## src/design/csrcc_pkg.sv

```systemverilog
// ----------------------------------------------------------------------------
// csrcc_pkg
// Types, codes and CRC-16 helpers for the config stream receiver.
// ----------------------------------------------------------------------------
package csrcc_pkg;

    localparam logic [7:0]  CMD_RESET        = 8'd33;
    localparam logic [3:0]  LEN_HEADER_SHORT = 4'd6;
    localparam logic [3:0]  LEN_HEADER_LONG  = 4'd7;
    localparam logic [3:0]  LEN_DATA         = 4'd8;
    localparam logic [15:0] CRC_POLY         = 16'h1021;
    localparam logic [15:0] CRC_INIT         = 16'hFFFF;
    localparam logic [31:0] COUNT_MAX        = 32'hFFFF_FFFF;
    localparam logic [31:0] COUNT_STEP       = 32'd8;
    localparam int          QUEUE_DEPTH      = 2;
    localparam int          QUEUE_PTR_W      = $clog2(QUEUE_DEPTH);

    typedef enum logic [2:0] {
        CLS_FOREIGN,
        CLS_HDR_SHORT,
        CLS_HDR_LONG,
        CLS_DATA,
        CLS_BAD_LEN
    } frame_class_t;

    typedef enum logic [2:0] {
        ST_IGNORED   = 3'd0,
        ST_HEADER    = 3'd1,
        ST_DATA      = 3'd2,
        ST_DONE_OK   = 3'd3,
        ST_DONE_BAD  = 3'd4,
        ST_BUSY      = 3'd5,
        ST_NO_HEADER = 3'd6,
        ST_BAD_LEN   = 3'd7
    } status_t;

    // Classified item. word holds bytes 0-3 big-endian, field bytes 4-5,
    // data_crc the CRC of the eight bytes from a zero start.
    typedef struct packed {
        frame_class_t cls;
        logic [31:0]  word;
        logic [15:0]  field;
        logic [15:0]  data_crc;
    } entry_t;

    function automatic logic [15:0] crc_fold_byte(logic [15:0] c, logic [7:0] b);
        logic [15:0] r;
        r = c ^ {b, 8'h00};
        for (int k = 0; k < 8; k++) begin
            if (r[15]) begin
                r = {r[14:0], 1'b0} ^ CRC_POLY;
            end else begin
                r = {r[14:0], 1'b0};
            end
        end
        return r;
    endfunction

    // Eight bytes, byte 0 in the top bits.
    function automatic logic [15:0] crc_fold_word(logic [15:0] c, logic [63:0] w);
        logic [15:0] r;
        r = c;
        for (int i = 0; i < 8; i++) begin
            r = crc_fold_byte(r, w[63 - 8*i -: 8]);
        end
        return r;
    endfunction

endpackage

```

## src/design/config_stream_receiver_crc_check.sv

```systemverilog
// ----------------------------------------------------------------------------
// config_stream_receiver_crc_check
// Config data stream receiver: header/data frame decode, CRC-16 check.
// ----------------------------------------------------------------------------
// channel   dir  handshake          payload
// s_        in   s_valid/s_ready    command_byte, frame_length, data_b0..b7
// m_        out  m_valid/m_ready    status, computed_crc, uncompressed_size,
//                                   bytes_received
// cfg_      in   cfg_valid/cfg_ready cfg_data (stream command)
//
// One item per cycle sustained while m_ready is high. Path to m_valid (front
// register, queue entry, then back state update into the output
// register). The 64-bit CRC fold is split between front (data part) and
// back (state part). Reset is synchronous, active low, and needs no clearing
// pass. Front and back stall independently through a two-item queue.
// ----------------------------------------------------------------------------
module config_stream_receiver_crc_check
    import csrcc_pkg::*;
(
    input  logic        aclk,
    input  logic        aresetn,
    input  logic        cfg_valid,
    output logic        cfg_ready,
    input  logic [7:0]  cfg_data,
    input  logic        s_valid,
    output logic        s_ready,
    input  logic [7:0]  s_command_byte,
    input  logic [3:0]  s_frame_length,
    input  logic [7:0]  s_data_b0,
    input  logic [7:0]  s_data_b1,
    input  logic [7:0]  s_data_b2,
    input  logic [7:0]  s_data_b3,
    input  logic [7:0]  s_data_b4,
    input  logic [7:0]  s_data_b5,
    input  logic [7:0]  s_data_b6,
    input  logic [7:0]  s_data_b7,
    output logic        m_valid,
    input  logic        m_ready,
    output logic [2:0]  m_status,
    output logic [15:0] m_computed_crc,
    output logic [31:0] m_uncompressed_size,
    output logic [31:0] m_bytes_received
);

    logic [7:0] stream_command_reg;
    logic [7:0] stream_command_next;
    logic       f_valid;
    logic       f_ready;
    entry_t     f_data;
    logic       b_valid;
    logic       b_ready;
    entry_t     b_data;

    assign cfg_ready           = 1'b1;
    assign stream_command_next = (cfg_valid && cfg_ready) ? cfg_data : stream_command_reg;

    always_ff @(posedge aclk) begin
        if (!aresetn) begin
            stream_command_reg <= CMD_RESET;
        end else begin
            stream_command_reg <= stream_command_next;
        end
    end

    csrcc_front u_front (
        .aclk           (aclk),
        .aresetn        (aresetn),
        .stream_command (stream_command_reg),
        .s_valid        (s_valid),
        .s_ready        (s_ready),
        .s_command_byte (s_command_byte),
        .s_frame_length (s_frame_length),
        .s_data_b0      (s_data_b0),
        .s_data_b1      (s_data_b1),
        .s_data_b2      (s_data_b2),
        .s_data_b3      (s_data_b3),
        .s_data_b4      (s_data_b4),
        .s_data_b5      (s_data_b5),
        .s_data_b6      (s_data_b6),
        .s_data_b7      (s_data_b7),
        .q_valid        (f_valid),
        .q_ready        (f_ready),
        .q_data         (f_data)
    );

    csrcc_queue u_queue (
        .aclk     (aclk),
        .aresetn  (aresetn),
        .wr_valid (f_valid),
        .wr_ready (f_ready),
        .wr_data  (f_data),
        .rd_valid (b_valid),
        .rd_ready (b_ready),
        .rd_data  (b_data)
    );

    csrcc_back u_back (
        .aclk                (aclk),
        .aresetn             (aresetn),
        .q_valid             (b_valid),
        .q_ready             (b_ready),
        .q_data              (b_data),
        .m_valid             (m_valid),
        .m_ready             (m_ready),
        .m_status            (m_status),
        .m_computed_crc      (m_computed_crc),
        .m_uncompressed_size (m_uncompressed_size),
        .m_bytes_received    (m_bytes_received)
    );

    a_header_restarts: assert property (@(posedge aclk) disable iff (!aresetn)
        m_valid && m_status == ST_HEADER |->
            m_bytes_received == '0 && m_computed_crc == CRC_INIT)
        else $error("header result without cleared count and CRC");

    a_data_counts: assert property (@(posedge aclk) disable iff (!aresetn)
        m_valid && m_status == ST_DATA |-> m_bytes_received >= COUNT_STEP)
        else $error("data result with fewer than eight bytes counted");

    a_front_holds: assert property (@(posedge aclk) disable iff (!aresetn)
        f_valid && !f_ready |=> f_valid && $stable(f_data))
        else $error("front item lost while queue full");

endmodule

```

## src/design/csrcc_front.sv

```systemverilog
// ----------------------------------------------------------------------------
// csrcc_front
// Takes frames, classifies them by command and length, pre-computes the
// data part of the CRC and holds the result in one register stage.
// ----------------------------------------------------------------------------
module csrcc_front
    import csrcc_pkg::*;
(
    input  logic        aclk,
    input  logic        aresetn,
    input  logic [7:0]  stream_command,
    input  logic        s_valid,
    output logic        s_ready,
    input  logic [7:0]  s_command_byte,
    input  logic [3:0]  s_frame_length,
    input  logic [7:0]  s_data_b0,
    input  logic [7:0]  s_data_b1,
    input  logic [7:0]  s_data_b2,
    input  logic [7:0]  s_data_b3,
    input  logic [7:0]  s_data_b4,
    input  logic [7:0]  s_data_b5,
    input  logic [7:0]  s_data_b6,
    input  logic [7:0]  s_data_b7,
    output logic        q_valid,
    input  logic        q_ready,
    output entry_t      q_data
);

    logic         valid_reg;
    logic         valid_next;
    entry_t       entry_reg;
    entry_t       entry_next;
    frame_class_t cls;
    logic [63:0]  bytes;

    assign bytes = {s_data_b0, s_data_b1, s_data_b2, s_data_b3,
                    s_data_b4, s_data_b5, s_data_b6, s_data_b7};

    always_comb begin
        if (s_command_byte != stream_command) begin
            cls = CLS_FOREIGN;
        end else begin
            case (s_frame_length)
                LEN_HEADER_SHORT: cls = CLS_HDR_SHORT;
                LEN_HEADER_LONG:  cls = CLS_HDR_LONG;
                LEN_DATA:         cls = CLS_DATA;
                default:          cls = CLS_BAD_LEN;
            endcase
        end
    end

    assign s_ready = !valid_reg || q_ready;

    always_comb begin
        entry_next = entry_reg;
        valid_next = valid_reg;
        if (s_ready) begin
            valid_next = s_valid;
            if (s_valid) begin
                entry_next.cls      = cls;
                entry_next.word     = bytes[63:32];
                entry_next.field    = bytes[31:16];
                entry_next.data_crc = crc_fold_word(16'h0000, bytes);
            end
        end
    end

    always_ff @(posedge aclk) begin
        if (!aresetn) begin
            valid_reg <= 1'b0;
        end else begin
            valid_reg <= valid_next;
        end
        entry_reg <= entry_next;
    end

    assign q_valid = valid_reg;
    assign q_data  = entry_reg;

endmodule

```

## src/design/csrcc_queue.sv

```systemverilog
// ----------------------------------------------------------------------------
// csrcc_queue
// Short FIFO of classified items between front and back.
// ----------------------------------------------------------------------------
module csrcc_queue
    import csrcc_pkg::*;
(
    input  logic   aclk,
    input  logic   aresetn,
    input  logic   wr_valid,
    output logic   wr_ready,
    input  entry_t wr_data,
    output logic   rd_valid,
    input  logic   rd_ready,
    output entry_t rd_data
);

    localparam int CNT_W = $clog2(QUEUE_DEPTH + 1);

    entry_t                 mem_reg [QUEUE_DEPTH];
    logic [QUEUE_PTR_W-1:0] wr_ptr_reg;
    logic [QUEUE_PTR_W-1:0] wr_ptr_next;
    logic [QUEUE_PTR_W-1:0] rd_ptr_reg;
    logic [QUEUE_PTR_W-1:0] rd_ptr_next;
    logic [CNT_W-1:0]       count_reg;
    logic [CNT_W-1:0]       count_next;
    logic                   push;
    logic                   pop;

    assign wr_ready = count_reg != CNT_W'(QUEUE_DEPTH);
    assign rd_valid = count_reg != '0;
    assign rd_data  = mem_reg[rd_ptr_reg];
    assign push     = wr_valid && wr_ready;
    assign pop      = rd_valid && rd_ready;

    function automatic logic [QUEUE_PTR_W-1:0] ptr_inc(logic [QUEUE_PTR_W-1:0] p);
        logic [QUEUE_PTR_W-1:0] r;
        if (p == QUEUE_PTR_W'(QUEUE_DEPTH - 1)) begin
            r = '0;
        end else begin
            r = p + 1'b1;
        end
        return r;
    endfunction

    always_comb begin
        wr_ptr_next = push ? ptr_inc(wr_ptr_reg) : wr_ptr_reg;
        rd_ptr_next = pop  ? ptr_inc(rd_ptr_reg) : rd_ptr_reg;
        count_next  = count_reg;
        if (push && !pop) begin
            count_next = count_reg + 1'b1;
        end else if (pop && !push) begin
            count_next = count_reg - 1'b1;
        end
    end

    always_ff @(posedge aclk) begin
        if (!aresetn) begin
            wr_ptr_reg <= '0;
            rd_ptr_reg <= '0;
            count_reg  <= '0;
        end else begin
            wr_ptr_reg <= wr_ptr_next;
            rd_ptr_reg <= rd_ptr_next;
            count_reg  <= count_next;
        end
        if (push) begin
            mem_reg[wr_ptr_reg] <= wr_data;
        end
    end

endmodule

```

## src/design/csrcc_back.sv

```systemverilog
// ----------------------------------------------------------------------------
// csrcc_back
// Transfer state, running CRC and byte count; one result per item into the
// output register.
// ----------------------------------------------------------------------------
module csrcc_back
    import csrcc_pkg::*;
(
    input  logic        aclk,
    input  logic        aresetn,
    input  logic        q_valid,
    output logic        q_ready,
    input  entry_t      q_data,
    output logic        m_valid,
    input  logic        m_ready,
    output logic [2:0]  m_status,
    output logic [15:0] m_computed_crc,
    output logic [31:0] m_uncompressed_size,
    output logic [31:0] m_bytes_received
);

    logic        receiving_reg,  receiving_next;
    logic        awaiting_reg,   awaiting_next;
    logic [15:0] expected_reg,   expected_next;
    logic [31:0] csize_reg,      csize_next;
    logic [31:0] count_reg,      count_next;
    logic [15:0] crc_reg,        crc_next;
    logic [31:0] usize_reg,      usize_next;
    logic        out_valid_reg,  out_valid_next;
    status_t     out_status_reg, status;
    logic        take;

    assign q_ready = !out_valid_reg || m_ready;
    assign take    = q_valid && q_ready;

    always_comb begin
        receiving_next = receiving_reg;
        awaiting_next  = awaiting_reg;
        expected_next  = expected_reg;
        csize_next     = csize_reg;
        count_next     = count_reg;
        crc_next       = crc_reg;
        usize_next     = usize_reg;
        status         = ST_IGNORED;
        case (q_data.cls)
            CLS_FOREIGN: status = ST_IGNORED;
            CLS_HDR_SHORT, CLS_HDR_LONG: begin
                if (q_data.cls == CLS_HDR_SHORT && receiving_reg) begin
                    status = ST_BUSY;
                end else begin
                    status         = ST_HEADER;
                    receiving_next = 1'b1;
                    awaiting_next  = 1'b1;
                    expected_next  = q_data.field;
                    csize_next     = q_data.word;
                    count_next     = '0;
                    crc_next       = CRC_INIT;
                end
            end
            CLS_DATA: begin
                if (!receiving_reg) begin
                    status = ST_NO_HEADER;
                end else begin
                    if (awaiting_reg) begin
                        awaiting_next = 1'b0;
                        usize_next    = q_data.word;
                    end
                    // CRC is linear: state shifted through 64 zero bits plus data part
                    crc_next = crc_fold_word(crc_reg, 64'd0) ^ q_data.data_crc;
                    if (count_reg > COUNT_MAX - COUNT_STEP) begin
                        count_next = COUNT_MAX;
                    end else begin
                        count_next = count_reg + COUNT_STEP;
                    end
                    if (count_next >= csize_reg) begin
                        receiving_next = 1'b0;
                        status = (crc_next == expected_reg) ? ST_DONE_OK : ST_DONE_BAD;
                    end else begin
                        status = ST_DATA;
                    end
                end
            end
            CLS_BAD_LEN: status = ST_BAD_LEN;
            default:     status = ST_IGNORED;
        endcase
    end

    always_comb begin
        out_valid_next = out_valid_reg;
        if (q_ready) begin
            out_valid_next = q_valid;
        end
    end

    always_ff @(posedge aclk) begin
        if (!aresetn) begin
            receiving_reg <= 1'b0;
            awaiting_reg  <= 1'b0;
            expected_reg  <= '0;
            csize_reg     <= '0;
            count_reg     <= '0;
            crc_reg       <= CRC_INIT;
            usize_reg     <= '0;
            out_valid_reg <= 1'b0;
        end else begin
            out_valid_reg <= out_valid_next;
            if (take) begin
                receiving_reg <= receiving_next;
                awaiting_reg  <= awaiting_next;
                expected_reg  <= expected_next;
                csize_reg     <= csize_next;
                count_reg     <= count_next;
                crc_reg       <= crc_next;
                usize_reg     <= usize_next;
            end
        end
        if (take) begin
            out_status_reg <= status;
        end
    end

    // State registers double as result payload: they only move on take.
    assign m_valid             = out_valid_reg;
    assign m_status            = out_status_reg;
    assign m_computed_crc      = crc_reg;
    assign m_uncompressed_size = usize_reg;
    assign m_bytes_received    = count_reg;

endmodule
```

## config.mk

```make
export PLATFORM = sky130hd
export DESIGN_NAME = config_stream_receiver_crc_check
export DESIGN_NICKNAME = d
export VERILOG_FILES = /design/src/design/csrcc_pkg.sv /design/src/design/config_stream_receiver_crc_check.sv /design/src/design/csrcc_front.sv /design/src/design/csrcc_queue.sv /design/src/design/csrcc_back.sv
export SDC_FILE = /design/constraint.sdc
export NUM_CORES = 1
export LEC_CHECK = 0
export BUFFER_PORTS_ARGS = -buffer_cell sky130_fd_sc_hd__buf_2
export CAP_MARGIN = 10
export CORE_MARGIN = 1.5
export CORE_UTILIZATION = 66
export CTS_BUF_LIST = sky130_fd_sc_hd__clkbuf_4 sky130_fd_sc_hd__clkbuf_8
export DETAILED_ROUTE_END_ITERATION = 10
export PLACE_DENSITY = 0.95
export SETUP_SLACK_MARGIN = 0.15
export SLEW_MARGIN = 20
export SYNTH_ARGS = -nofsm -noshare
export SYNTH_HDL_FRONTEND = slang
export SYNTH_SLANG_ARGS = --single-unit
```

## constraint.sdc

```tcl
create_clock -name aclk -period 9.8 [get_ports aclk]
set_clock_uncertainty 0.15 [all_clocks]
set_input_delay 0.98 -clock aclk [delete_from_list [all_inputs] [get_ports aclk]]
set_output_delay 0.98 -clock aclk [all_outputs]
set_load 0.01 [all_outputs]
```

# Word-level counts from Yosys, hierarchy flattened
# Memory sizes are Yosys's and may differ from the RTL's. A register that Yosys moved wholly into a read port is not among the register bits.
# Index checks and enable logic that the tools add are counted.
word_totals:
  ff_bits: 214
  ram_bits: 134
  input_bits: 89
  word_cells: 607
  memories: 1
classes:
  addsub: 5
  n_lt_le_gt_ge: 2
  eq_ne: 12
  muxes: 411
  n_bitwise: 137
  reduce_logical: 20
memory_table:
  columns: ["name", "depth", "word_bits", "read_ports", "rd_ports_with_merged_regs", "wr", "line", "rtl"]
  rows:
  - ["u_queue.mem_reg", 2, 67, 1, 1, 1, "csrcc_queue.sv:20", "entry_t mem_reg [QUEUE_DEPTH];"]
ops:
  columns: ["cell", "n"]
  rows:
  - ["16-bit 2-to-1 mux", 256]
  - ["13-bit 2-to-1 mux", 128]
  - ["3-bit NOT", 128]
  - ["32-bit 2-to-1 mux", 5]
  - ["16-bit bitwise XOR", 8]
  - ["32-bit case mux with 2 select lines", 1]
  - ["32-bit by 4-bit adder with 32-bit output (second input constant)", 1]
  - ["32-bit greater-or-equal comparator", 1]
  - ["32-bit greater-than comparator (second input constant)", 1]
  - ["16-bit case mux with 2 select lines", 1]
  - ["3-bit case mux with 3 select lines", 2]
  - ["16-bit == test", 1]
  - ["3-bit 2-to-1 mux", 4]
  - ["1-bit 2-to-1 mux", 10]
  - ["4-bit by 3-bit == test with 1-bit output (second input constant)", 2]
  - ["8-bit inequality test", 1]
  - ["4-bit AND reduction", 2]
  - ["3-bit by 2-bit == test with 1-bit output (second input constant)", 2]
  - ["3-bit AND reduction", 2]
  - ["2-bit nonzero test", 3]
  - ["1-bit logical AND", 5]
  - ["4-bit == test (second input constant)", 1]
  - ["1-bit zero test", 4]
  - ["2-bit 2-to-1 mux", 2]
  - ["other kinds (12)", 16]

# Depth between registers and ports, before layout
# Gate-level depths: netlist (run 1).
depth:
  depth_word: 262
  depth_mapped: 24
  depth_no_buf: 23

# Hierarchy
# A second synthesis (run 1) with hierarchy kept.
unflattened:
  cells_unflattened: 1536
  hier_area_um2: 18570.3
by_module_without_submodules:
  columns: ["mod", "n_inst", "cells_each", "area_per_inst_um2", "seq_area_each_um2"]
  rows:
  - ["csrcc_back", 1, 1017, 8753.4, 2712.6]
  - ["csrcc_queue", 1, 232, 5077.4, 4124.0]
  - ["csrcc_front", 1, 260, 4431.8, 2031.9]
  - ["config_stream_receiver_crc_check", 1, 27, 307.8, 160.2]

# Worst setup path before layout (run 1)
# Ideal clock, no wire load.
synth_path:
  kind: "flip-flop to flip-flop"
  from: "reg u_back.count_reg[5], in the netlist u_back.m_bytes_received[5]"
  to: "reg u_back.out_status_reg[2], in the netlist u_back.m_status[2] (data pin)"
  setup_time_ns: 0.254
  arrival_ns: 4.392
  t_required_ns: 9.396
  slack_ns: 5.004
  path_stages_with_launch: 25
  synth_period_minus_slack_ns: 4.796
  path_cell_list: "dfxtp_1 nand4_1 nor2_1 nand3_1 nor2_1 nand3_1 nor2_1 nand3_1 or2_2 clkbuf_1 clkbuf_1 nand2b_1 ha_1 a21o_1 a21o_1 a21o_1 a21o_1 a21o_1 a21o_1 a21o_1 a21oi_1 o21ai_0 a41oi_1 nor3b_1 a21o_1"
synth_via:
  elab_chain_len: 8
  elab_cells_between_ends: 9
synth_rtl:
  columns: ["item", "line", "rtl"]
  rows:
  - ["start, declared", "csrcc_back.sv:26", "logic [31:0] count_reg, count_next;"]
  - ["start signal, assigned", "csrcc_back.sv:112", "count_reg <= count_next;"]
  - ["32-bit by 4-bit adder with 32-bit output / 32-bit greater-than comparator (equally long branches)", "csrcc_back.sv:73, csrcc_back.sv:70", null]
  - ["32-bit 2-to-1 mux (*)", "csrcc_back.sv:70", "if (count_reg > COUNT_MAX - COUNT_STEP) begin"]
  - ["32-bit 2-to-1 mux (*)", "csrcc_back.sv:61", "if (!receiving_reg) begin"]
  - ["32-bit 2-to-1 mux (*)", "csrcc_back.sv:45", "case (q_data.cls)"]
  - ["32-bit greater-or-equal comparator (*)", "csrcc_back.sv:75", "if (count_next >= csize_reg) begin"]
  - ["3-bit 2-to-1 mux (*)", "csrcc_back.sv:75", null]
  - ["3-bit 2-to-1 mux (*)", "csrcc_back.sv:61", null]
  - ["3-bit case mux with 3 select lines (*)", "csrcc_back.sv:45", null]
  - ["net u_back.status[2]", "csrcc_back.sv:30", "status_t out_status_reg, status;"]
  - ["end signal, assigned", "csrcc_back.sv:118", "out_status_reg <= status;"]
  - ["end, declared", "csrcc_back.sv:30", null]
# The timed path passes the listed nets; every way through them passes the cells marked *. The select of a mux whose other input is x is not followed.
# A chain may end at the register's enable or synchronous reset.

# Final worst setup path (run 1)
# Same ends and word-level chain as after synthesis.

==> flow_summary.ini, run 1 <==
[sta]
post_route_setup_tns_ns = 0
report.final.slew_viol_count = 0
slew-limit-headroom_pct = 35.9
period_needed_ns = 5.56
hold_viol = 0
grt_setup_unrepaired = no
tightest_slew_ns = 0.961
layout_worst_path_cycle_share_pct = 56.7
timing.final.setup_violations = 0
max_clock_freq_mhz = 180

[worst_setup_path]
reg2reg_slack_ns = 4.24
cp.required_ns = 9.97
rr_endpoint = u_back.m_status[2]$_DFFE_PP_
setup.worst_path.end_class = flip-flop
critical_path_arrival_ns = 5.73
reg2reg_depth = 22
crit_path_start_kind = flip-flop
worstSetupPathType = flip-flop to flip-flop
worst_r2r_startpoint = u_back.m_bytes_received[5]$_SDFFE_PN0P_
worstPathMaxFanout = 40
setup.worst_path.end = u_back.m_status[2]$_DFFE_PP_
critPathLaunch = u_back.m_bytes_received[5]$_SDFFE_PN0P_

[grt]
grt_overflow = 0
pin_count_of_the_biggest_net_entering_global_routing = 98
antenna_found_initial = 0
gr-usage-all-layers_pct = 29.1
grt_pass1_vias = 12000
grt_first_pass_wirelength_mm = 64.2

[floorplanning]
fp.coreArea_sq_um = 26800
die-width_microns = 168
floorplan.initialDensity_pct = 66.8
die_height_microns = 168
io-pin-count = 175
placementRows = 60
die_area_sq_um = 28100

[yosys]
netlist_instances = 1510
yosys_warnings = 0
netlist.area_leader.share_pct = 34.2
post_synth_cell_types = 51
synth_enable_flop_cells = 204
most_area_consuming_cells_after_synthesis = sky130_fd_sc_hd__edfxtp_1 34%, sky130_fd_sc_hd__dfxtp_1 16%, sky130_fd_sc_hd__xnor2_1 12%, sky130_fd_sc_hd__o211a_1 4.5%, sky130_fd_sc_hd__mux2i_1 4.3%
syn-num-nets = 1633
synthDominantAreaCellType = sky130_fd_sc_hd__edfxtp_1
async_set_reset_flop_share_out_of_synthesis_pct = 0
postSynthAreaPerCell_sq_um = 11.8
synth_cell_area_sq_um = 17900
yosys_register_bits = 349
synth_seq_area_share_pct = 50.5
flip_flop_cell_with_the_highest_count_after_synthesis = sky130_fd_sc_hd__edfxtp_1

[layout]
diodes = 0
fillCellCount = 1684
largest_reg_flops = 134
area_growth_pct = 12.7
multiInputGateArea_sq_um = 8440
post_route_cells_drive_above_1_share_pct = 19.3
fin_nets = 1799
register_area_sq_um = 9030

[min_path]
class_of_the_most_critical_hold_timing_path = flip-flop to flip-flop
launch_instance_of_the_worst_min_delay_path = u_front.q_data[32]$_DFFE_PP_

[route]
ant_nets = 0
dr.first_iter.drc_count = 1188
vias = 12000
post_route_drc = 0
wl_mm = 40.4
post_drt_via_cell_ratio = 5.83
dr.pass1.iters = 6
wl_per_cell_microns = 19.6

[cts]
number_of_sinks_driven_by_the_clock_tree = 349
post_cts.repair.setup_buffers = 0
clock_insertion_delay_worst_skew_ns = 0.61
hold_buffers = 0
max-clock-path-buffers = 3
cts_resized = 0
ctsRootBufferMaster = sky130_fd_sc_hd__clkbuf_8
clock_tree_from_tritoncts = done
numCtsBuffers = 53
worst_setup_hold_path_clk_slew_ns = 0.06
ctsHtreeMaxLevel = 2

[placed_design]
globalplace.congestion = 0.914
port_buffers = 173
detailed_placer_s_ending_hpwl_mm = 28.1

[flow_run]
drv.max_cap_violation_count = 0

[run_status]
outcome = finished, final reports clean
## cells by family (layout without fill, tap and decap cells)
kind of cell | count (synthesis) | count (layout) | synth area share (%)
xor gates and xnor gates | 384 | 384 | 22.4
DFF | 349 | 349 | 50.5
and+or+nand+nor | 322 | 322 | 8.35
AOI/OAI and AO/OA | 228 | 228 | 9.57
buffers and inverters | 114 | 324 | 2.46
muxes | 78 | 78 | 4.37
adders and majority gates | 34 | 34 | 2.38
other | 1 | 1 | 0.0210
## critical path, stage by stage (launching register included)
cell and delay (ns):
sky130_fd_sc_hd__dfxtp_1 0.47, sky130_fd_sc_hd__nand4_1 0.18, sky130_fd_sc_hd__nor2_1 0.21, sky130_fd_sc_hd__nand3_1 0.19
sky130_fd_sc_hd__nor2_1 0.21, sky130_fd_sc_hd__nand3_1 0.11, sky130_fd_sc_hd__nor2_1 0.38, sky130_fd_sc_hd__nand3_1 0.20
sky130_fd_sc_hd__or2_2 0.61, sky130_fd_sc_hd__nand2b_1 0.18, sky130_fd_sc_hd__ha_1 0.24, sky130_fd_sc_hd__a21o_1 0.16
sky130_fd_sc_hd__a21o_1 0.16, sky130_fd_sc_hd__a21o_1 0.17, sky130_fd_sc_hd__a21o_1 0.18, sky130_fd_sc_hd__a21o_1 0.18
sky130_fd_sc_hd__a21o_1 0.17, sky130_fd_sc_hd__a21o_1 0.16, sky130_fd_sc_hd__a21oi_1 0.12, sky130_fd_sc_hd__o21ai_0 0.10
sky130_fd_sc_hd__a41oi_1 0.38, sky130_fd_sc_hd__nor3b_1 0.14, sky130_fd_sc_hd__a21o_1 0.20
## cell usage after synthesis, types with 34 or more instances
cell and instances:
sky130_fd_sc_hd__o211a_1 80, sky130_fd_sc_hd__nor2_1 35, sky130_fd_sc_hd__ha_1 34, sky130_fd_sc_hd__mux2i_1 77, sky130_fd_sc_hd__inv_1 42, sky130_fd_sc_hd__xnor2_1 241
sky130_fd_sc_hd__dfxtp_1 145, sky130_fd_sc_hd__clkbuf_1 51, sky130_fd_sc_hd__edfxtp_1 204, sky130_fd_sc_hd__nand2_1 161, sky130_fd_sc_hd__o21ai_0 44, sky130_fd_sc_hd__xor2_1 85
## cell usage in the layout (no fill, tap or decap), types with 7 or more instances in the layout
cell type                    n
sky130_fd_sc_hd__a21oi_1    31
sky130_fd_sc_hd__clkinv_2   16
sky130_fd_sc_hd__buf_2     172
sky130_fd_sc_hd__xnor3_1    10
sky130_fd_sc_hd__a22oi_1    13
sky130_fd_sc_hd__clkbuf_4   10
sky130_fd_sc_hd__xnor2_1   241
sky130_fd_sc_hd__clkbuf_8   60
sky130_fd_sc_hd__o211a_1    80
sky130_fd_sc_hd__o22ai_1    15
sky130_fd_sc_hd__nor2b_1    30
sky130_fd_sc_hd__ha_1       34
sky130_fd_sc_hd__dfxtp_1   144
sky130_fd_sc_hd__xor2_1     85
sky130_fd_sc_hd__xor2_2      8
sky130_fd_sc_hd__and3_1     11
sky130_fd_sc_hd__xnor2_2    26
sky130_fd_sc_hd__nor3_1      7
sky130_fd_sc_hd__inv_1      42
sky130_fd_sc_hd__nand2b_1   15
sky130_fd_sc_hd__a21boi_0   11
sky130_fd_sc_hd__a21o_1     20
sky130_fd_sc_hd__xnor2_4    11
sky130_fd_sc_hd__nand3_1    25
sky130_fd_sc_hd__nor2_1     33
sky130_fd_sc_hd__o21ai_0    44
sky130_fd_sc_hd__and2_1      8
sky130_fd_sc_hd__nand2_1   161
sky130_fd_sc_hd__buf_4      11
sky130_fd_sc_hd__nand4_1    10
sky130_fd_sc_hd__mux2i_1    77
sky130_fd_sc_hd__edfxtp_1  204
## layout make-up
class / count / share of cell area (%)
clock inverter: 29 / 1.32
sequential: 349 / 44.8
multi-input combinational: 1047 / 41.9
tap: 341 / 2.12
clock buffer: 70 / 4.47
timing repair buffer: 183 / 4.68
inverter: 42 / 0.782
## routing by layer
layer | global-route usage, % | vias up | share of wire (%)
li1 | - | 5580 | -
met1 | 39.1 | 5748 | 42
met2 | 48.2 | 587 | 48
met3 | 4.04 | 101 | 6.8
met4 | 11.0 | 0 | 3.1
met5 | 0 | - | 0
## metrics by stage
step	instances	setup WS, ns	instance area (sq um)	hold WS, ns	utilization [%]
6_report	2061	4.24	20200	0.289	75.3
5_1_grt	2061	3.87	20200	0.308	75.3
4_1_cts	2061	4.36	20200	0.287	75.3
3_5_place_dp	1962	4.40	19000	0.284	70.9
3_3_place_gp	1962	4.75	19000	0.273	70.9
2_1_floorplan	1510	5.00	17900	0.271	-
## worst min path at each step
| stage | end | slack [ns] | cells past startpoint |
|---|---|---|---|
| final | u_queue.mem_reg[1][32]$_DFFE_PP_ | 0.29 | 0 |
| after global routing | u_queue.mem_reg[0][44]$_DFFE_PP_ | 0.31 | 0 |
| after CTS | u_queue.mem_reg[1][32]$_DFFE_PP_ | 0.29 | 0 |
| after detailed placement | u_queue.mem_reg[0][28]$_DFFE_PP_ | 0.28 | 0 |
| after global placement | u_queue.mem_reg[0][40]$_DFFE_PP_ | 0.27 | 0 |
| after floorplan | u_queue.mem_reg[0][0]$_DFFE_PP_ | 0.27 | 0 |
Power of run 1 is left out: the tool's default activity adds up to more than one toggle a clock period on the data nets, which glitch-free logic cannot reach.
==> inputs of run 2 (changes only) <==
--- a/config.mk
+++ b/config.mk
@@ -8,10 +8,10 @@
 export BUFFER_PORTS_ARGS = -buffer_cell sky130_fd_sc_hd__buf_2
 export CAP_MARGIN = 10
 export CORE_MARGIN = 1.5
-export CORE_UTILIZATION = 66
+export CORE_UTILIZATION = 62
 export CTS_BUF_LIST = sky130_fd_sc_hd__clkbuf_4 sky130_fd_sc_hd__clkbuf_8
 export DETAILED_ROUTE_END_ITERATION = 10
-export PLACE_DENSITY = 0.95
+export PLACE_DENSITY = 0.94
 export SETUP_SLACK_MARGIN = 0.15
 export SLEW_MARGIN = 20
 export SYNTH_ARGS = -nofsm -noshare
==> constraint.sdc (replaced) <==
create_clock -name aclk -period 5.2 [get_ports aclk]
set_clock_uncertainty 0.15 [all_clocks]
set_input_delay 0.52 -clock aclk [delete_from_list [all_inputs] [get_ports aclk]]
set_output_delay 0.52 -clock aclk [all_outputs]
set_load 0.01 [all_outputs]
==> flow_summary.ini, run 2 (synthesized netlist as in run 1, its figures left out) <==
[route]
ant_nets = 0
dr.pass1.iters = 6
wl_mm = 40.3
dr.first_iter.drc_count = 1164
post_route_drc = 0
vias = 12000
post_drt_via_cell_ratio = 5.64
wl_per_cell_microns = 18.9

[cts]
ctsHtreeMaxLevel = 2
number_of_sinks_driven_by_the_clock_tree = 349
clock_tree_from_tritoncts = done
numCtsBuffers = 52
post_cts.repair.setup_buffers = 0
ctsRootBufferMaster = sky130_fd_sc_hd__clkbuf_8
max-clock-path-buffers = 3
clock_insertion_delay_worst_skew_ns = 0.61
worst_setup_hold_path_clk_slew_ns = 0.06

[worst_setup_path]
cp.required_ns = 5.38
worst_path_largest_cell_delay_ns = 0.46
worstSetupPathType = flip-flop to flip-flop
worstPathMaxFanout = 7
crit_path_start_kind = flip-flop
crit_path_frequent_cell = sky130_fd_sc_hd__a21o_1
critical_path_arrival_ns = 4.92
wp_buf_inv = 0
crit_path_top_delay_cell = sky130_fd_sc_hd__dfxtp_1
crit_path_cell_trace = nand4_1 -> nor2_1 -> nand3_1 -> nor2_1 -> nand3_1 -> nor2_1 -> nand3_1 -> or2_2 -> nand2b_1 -> ha_1 -> a21o_1 -> a21o_1 -> a21o_1 -> a21o_1 -> a21o_1 -> a21o_1 -> a21o_1 -> a21oi_1 -> o21ai_0 -> a41oi_2 -> nor3b_1 -> a21o_1
setup.worst_path.end_class = flip-flop
critical-path-top-delay-family = compound AO/OA/AOI/OAI gates

[placed_design]
detailed_placer_s_ending_hpwl_mm = 29.0
dpl_worst_slack_ns = 0.472
globalplace.congestion = 0.916
port_buffers = 173

[layout]
register_area_sq_um = 9030
post_route_cells_drive_above_1_share_pct = 19.2
multiInputGateArea_sq_um = 8460
layout.cells.most_common = sky130_fd_sc_hd__xnor2_1
diodes = 0
area_growth_pct = 14.6
largest_reg_flops = 134
fillCellCount = 1886
fin_nets = 1833
layout_common_cells = 241 x sky130_fd_sc_hd__xnor2_1, 204 x sky130_fd_sc_hd__edfxtp_1, 172 x sky130_fd_sc_hd__buf_2

[sta]
max_clock_freq_mhz = 211
layout_worst_path_cycle_share_pct = 91.3
postLayoutSetupSlackWorst_ns = 0.451
period_needed_ns = 4.75
post_route_setup_tns_ns = 0
hold_viol = 0
slew-limit-headroom_pct = 33.5
grt_setup_unrepaired = yes
timing.final.setup_violations = 0
report.final.slew_viol_count = 0
tightest_slew_ns = 0.995

[grt]
grt_overflow = 0
antenna_found_initial = 0
pin_count_of_the_biggest_net_entering_global_routing = 97
grt_first_pass_wirelength_mm = 62.9
gr-usage-all-layers_pct = 26.5
grt_pass1_vias = 11900

[floorplanning]
fp.coreArea_sq_um = 28500
die_area_sq_um = 29900
die_height_microns = 173
io-pin-count = 175
placementRows = 62
die-width_microns = 173
floorplan.initialDensity_pct = 62.7

[min_path]
class_of_the_most_critical_hold_timing_path = input port to flip-flop

[flow_run]
drv.max_cap_violation_count = 0

[run_status]
outcome = finished, final reports clean
[run 2: changes by cell type in the layout (fill, tap and decap cells not counted), sizes merged]
cell / before / now
buf: 183 / 190
bufinv: 4 / 2
clkbuf: 70 / 79
clkinv: 22 / 8
clkinvlp: 0 / 1
dlygate4sd3: 0 / 28
inv: 45 / 44
[run 2: routing by layer]
metal  track usage [%]  share of wire [%]  vias to the layer above
met1              36.0                 43                     5754
met5                 0                  0                        -
met2              43.4                 47                      525
met3              4.51                6.8                       94
met4              9.31                2.9                        0
li1                  -                  -                     5657
[run 2: through the flow]
step	instances	instance area, sq um	hold WS, ns	utilization (%)
2_1_floorplan	1510	17900	0.271	-
3_3_place_gp	2012	19100	0.274	67.0
3_5_place_dp	2012	19100	0.280	67.0
4_1_cts	2132	20500	0.000955	71.8
5_1_grt	2132	20500	0.00967	71.9
6_report	2132	20500	0.0256	71.9
[run 2: worst paths after layout]
kind                                                              start                         endpoint  slack (ns)  depth (start not counted)
worst max-delay path            u_back.m_bytes_received[5]$_SDFFE_PN0P_     u_back.m_status[2]$_DFFE_PP_        0.45                         22
worst max register to register  u_back.m_bytes_received[5]$_SDFFE_PN0P_     u_back.m_status[2]$_DFFE_PP_        0.45                         22
worst min register to register              u_front.q_data[7]$_DFFE_PP_  u_queue.mem_reg[0][7]$_DFFE_PP_        0.29                          0
worst min-delay path                                       s_data_b3[1]     u_front.q_data[33]$_DFFE_PP_        0.03                          1
[run 2: worst reg2reg max path, delay by kind of cell, from the launching register on]
| kind | cells | cell delay [ns] |
|---|---|---|
| simple gates | 10 | 1.77 |
| compound gates | 11 | 1.88 |
| flops | 1 | 0.46 |
| fa+ha+maj | 1 | 0.23 |
[run 2: cell type report]
class / instances / area share (%)
clock inverters: 13 / 0.634
clock buffers: 79 / 4.69
multi-input cells: 1047 / 41.2
well taps: 384 / 2.34
flip-flops and latches: 349 / 44.0
inverters: 42 / 0.769
repair buffers: 218 / 6.30
[run 2: timing repair]
item,in CTS,in global routing
endpoints found under the hold margin,28,0
resized for setup,0,3
hold buffers,28,0
endpoints found under the setup margin,0,4
Power of run 2 is left out for the same reason.
==> inputs of run 3 (changes only) <==
--- a/config.mk
+++ b/config.mk
@@ -7,8 +7,10 @@
 export LEC_CHECK = 0
 export BUFFER_PORTS_ARGS = -buffer_cell sky130_fd_sc_hd__buf_2
 export CAP_MARGIN = 10
+export CELL_PAD_IN_SITES_DETAIL_PLACEMENT = 0
+export CELL_PAD_IN_SITES_GLOBAL_PLACEMENT = 2
 export CORE_MARGIN = 1.5
-export CORE_UTILIZATION = 62
+export CORE_UTILIZATION = 42
 export CTS_BUF_LIST = sky130_fd_sc_hd__clkbuf_4 sky130_fd_sc_hd__clkbuf_8
 export DETAILED_ROUTE_END_ITERATION = 10
 export PLACE_DENSITY = 0.94
==> flow_summary.ini, run 3 (synthesized netlist as in run 1, its figures left out) <==
[sta]
worst_hold_slack_ns = 0.0339
slew-limit-headroom_pct = 34.7
tightest_slew_ns = 0.979
max_clock_freq_mhz = 217
hold_viol = 0
layout_worst_path_cycle_share_pct = 88.7
period_needed_ns = 4.61
report.final.slew_viol_count = 0
grt_setup_unrepaired = no
timing.final.setup_violations = 0
post_route_setup_tns_ns = 0

[pwr]
lkg_pwr_nw = 8.93
cellPowerDensity_nw_per_um2 = 854
max-vdd-ir-drop_mv = 1.85

[worst_setup_path]
worstPathMaxFanout = 8
crit_path_start_kind = flip-flop
crit_path_top_delay_cell = sky130_fd_sc_hd__dfxtp_1
worstSetupPathType = flip-flop to flip-flop
crit_path_cell_trace = xor2_1 -> xnor2_2 -> xor2_2 -> xnor3_1 -> xor2_1 -> xor2_2 -> xor2_2 -> xnor2_1 -> xnor2_1 -> nand4_1 -> a2111oi_2 -> nor3b_1 -> a21o_1
critical_path_arrival_ns = 4.83
wp_buf_inv = 0
critical-path-top-delay-family = XOR/XNOR gates
cp.required_ns = 5.42
worst_path_largest_cell_delay_ns = 0.64
setup.worst_path.end_class = flip-flop
crit_path_frequent_cell = sky130_fd_sc_hd__xor2_2

[grt]
grt_first_pass_wirelength_mm = 63.0
antenna_found_initial = 0
pin_count_of_the_biggest_net_entering_global_routing = 96
gr-usage-all-layers_pct = 18.4
grt_overflow = 0
grt_pass1_vias = 11200

[cts]
clock_insertion_delay_worst_skew_ns = 0.61
numCtsBuffers = 57
clock_tree_from_tritoncts = done
max-clock-path-buffers = 3
worst_setup_hold_path_clk_slew_ns = 0.06
ctsHtreeMaxLevel = 2
ctsRootBufferMaster = sky130_fd_sc_hd__clkbuf_8
number_of_sinks_driven_by_the_clock_tree = 349

[placed_design]
globalplace.congestion = 0.819
detailed_placer_s_ending_hpwl_mm = 30.2
port_buffers = 173

[floorplanning]
fp.coreArea_sq_um = 41900
die_height_microns = 209
die-width_microns = 209
io-pin-count = 175
placementRows = 75
floorplan.initialDensity_pct = 42.7
die_area_sq_um = 43900

[layout]
layout.cells.most_common = sky130_fd_sc_hd__xnor2_1
fin_nets = 1859
post_route_cells_drive_above_1_share_pct = 20.0
layout_common_cells = 241 x sky130_fd_sc_hd__xnor2_1, 204 x sky130_fd_sc_hd__edfxtp_1, 172 x sky130_fd_sc_hd__buf_2
fillCellCount = 3724
largest_reg_flops = 134
diodes = 0
area_growth_pct = 17.6

[flow_run]
drv.max_cap_violation_count = 0

[route]
wl_per_cell_microns = 17.6
wl_mm = 40.9
post_drt_via_cell_ratio = 4.96
post_route_drc = 0
vias = 11500
dr.pass1.iters = 8
dr.first_iter.drc_count = 668
ant_nets = 0

[run_status]
outcome = finished, final reports clean

[min_path]
class_of_the_most_critical_hold_timing_path = input port to flip-flop
[run 3: cell count changes in the layout (fill, tap and decap cells not counted), moves of 2 or more]
| cell | before | now |
|---|---|---|
| sky130_fd_sc_hd__bufinv_16 | 2 | 0 |
| sky130_fd_sc_hd__clkinv_2 | 4 | 8 |
| sky130_fd_sc_hd__buf_4 | 16 | 22 |
| sky130_fd_sc_hd__clkbuf_8 | 59 | 70 |
| sky130_fd_sc_hd__clkbuf_4 | 20 | 17 |
| sky130_fd_sc_hd__nor2_1 | 33 | 30 |
| sky130_fd_sc_hd__dlygate4sd3_1 | 28 | 44 |
| sky130_fd_sc_hd__clkinv_1 | 4 | 9 |
| sky130_fd_sc_hd__nor2_2 | 0 | 2 |
[run 3: layer usage]
metal / vias to the layer above / GRT usage (%) / wire, microns / share of wire, %
li1: 5717 / - / - / -
met1: 5515 / 26.0 / 19800 / 48
met2: 246 / 29.6 / 18700 / 46
met3: 51 / 3.07 / 1870 / 4.6
met4: 0 / 4.30 / 540 / 1.3
met5: - / 0 / 0 / 0
[run 3: metrics by stage]
| step | utilization [%] | setup WS, ns | cells | total power, mW | cell area (sq um) |
|---|---|---|---|---|---|
| global route | 50.1 | 0.202 | 2324 | 19.2 | 21000 |
| global placement | 46.1 | 0.412 | 2172 | 15.6 | 19400 |
| floorplan | - | 0.404 | 1510 | 13.9 | 17900 |
| finish | 50.1 | 0.590 | 2324 | 18.0 | 21000 |
| detailed placement | 46.1 | 0.331 | 2172 | 15.8 | 19400 |
| CTS | 50.1 | 0.312 | 2324 | 18.3 | 21000 |
[run 3: what timing repair did]
item / in CTS / in global routing
buffers inserted: 0 / 0
resized for setup: 0 / 8
hold buffers: 44 / 0
hold endpoints to repair: 44 / 0
setup endpoints to repair: 0 / 4
[run 3: where the power goes]
part           switching [mW]  internal [mW]  leakage (nW)
combinational            5.57           5.33          5.20
clock                    1.09           1.35         0.641
sequential              0.199           4.41          3.09
total                    6.86           11.1          8.93
[run 3: path summary, 6_finish.rpt]
| check | start | endpoint | slack [ns] | cells past startpoint |
|---|---|---|---|---|
| worst max-delay path | u_back.m_computed_crc[13]$_SDFFE_PN1P_ | u_back.m_status[2]$_DFFE_PP_ | 0.59 | 13 |
| worst min-delay path | s_data_b1[2] | u_front.q_data[50]$_DFFE_PP_ | 0.03 | 1 |
| worst max register to register | u_back.m_computed_crc[13]$_SDFFE_PN1P_ | u_back.m_status[2]$_DFFE_PP_ | 0.59 | 13 |
| worst min register to register | u_front.q_data[19]$_DFFE_PP_ | u_queue.mem_reg[0][19]$_DFFE_PP_ | 0.28 | 0 |
[run 3: worst register-to-register path: cells and delay by family (launching register included)]
kind,cells,cell delay (ns)
AOI/OAI and AO/OA,2,0.66
xor gates and xnor gates,9,2.67
DFF,1,0.64
and+or+nand+nor,2,0.26
[run 3: layout make-up]
class | instances | area, sq um | area share [%]
inverters | 42 | 158 | 0.750
clock buffers | 87 | 1090 | 5.19
repair buffers | 239 | 1490 | 7.07
multi-input cells | 1047 | 8470 | 40.3
flip-flops and latches | 349 | 9030 | 42.9
well taps | 539 | 674 | 3.21
clock inverters | 21 | 116 | 0.553
(Power assumes the default switching activity.)
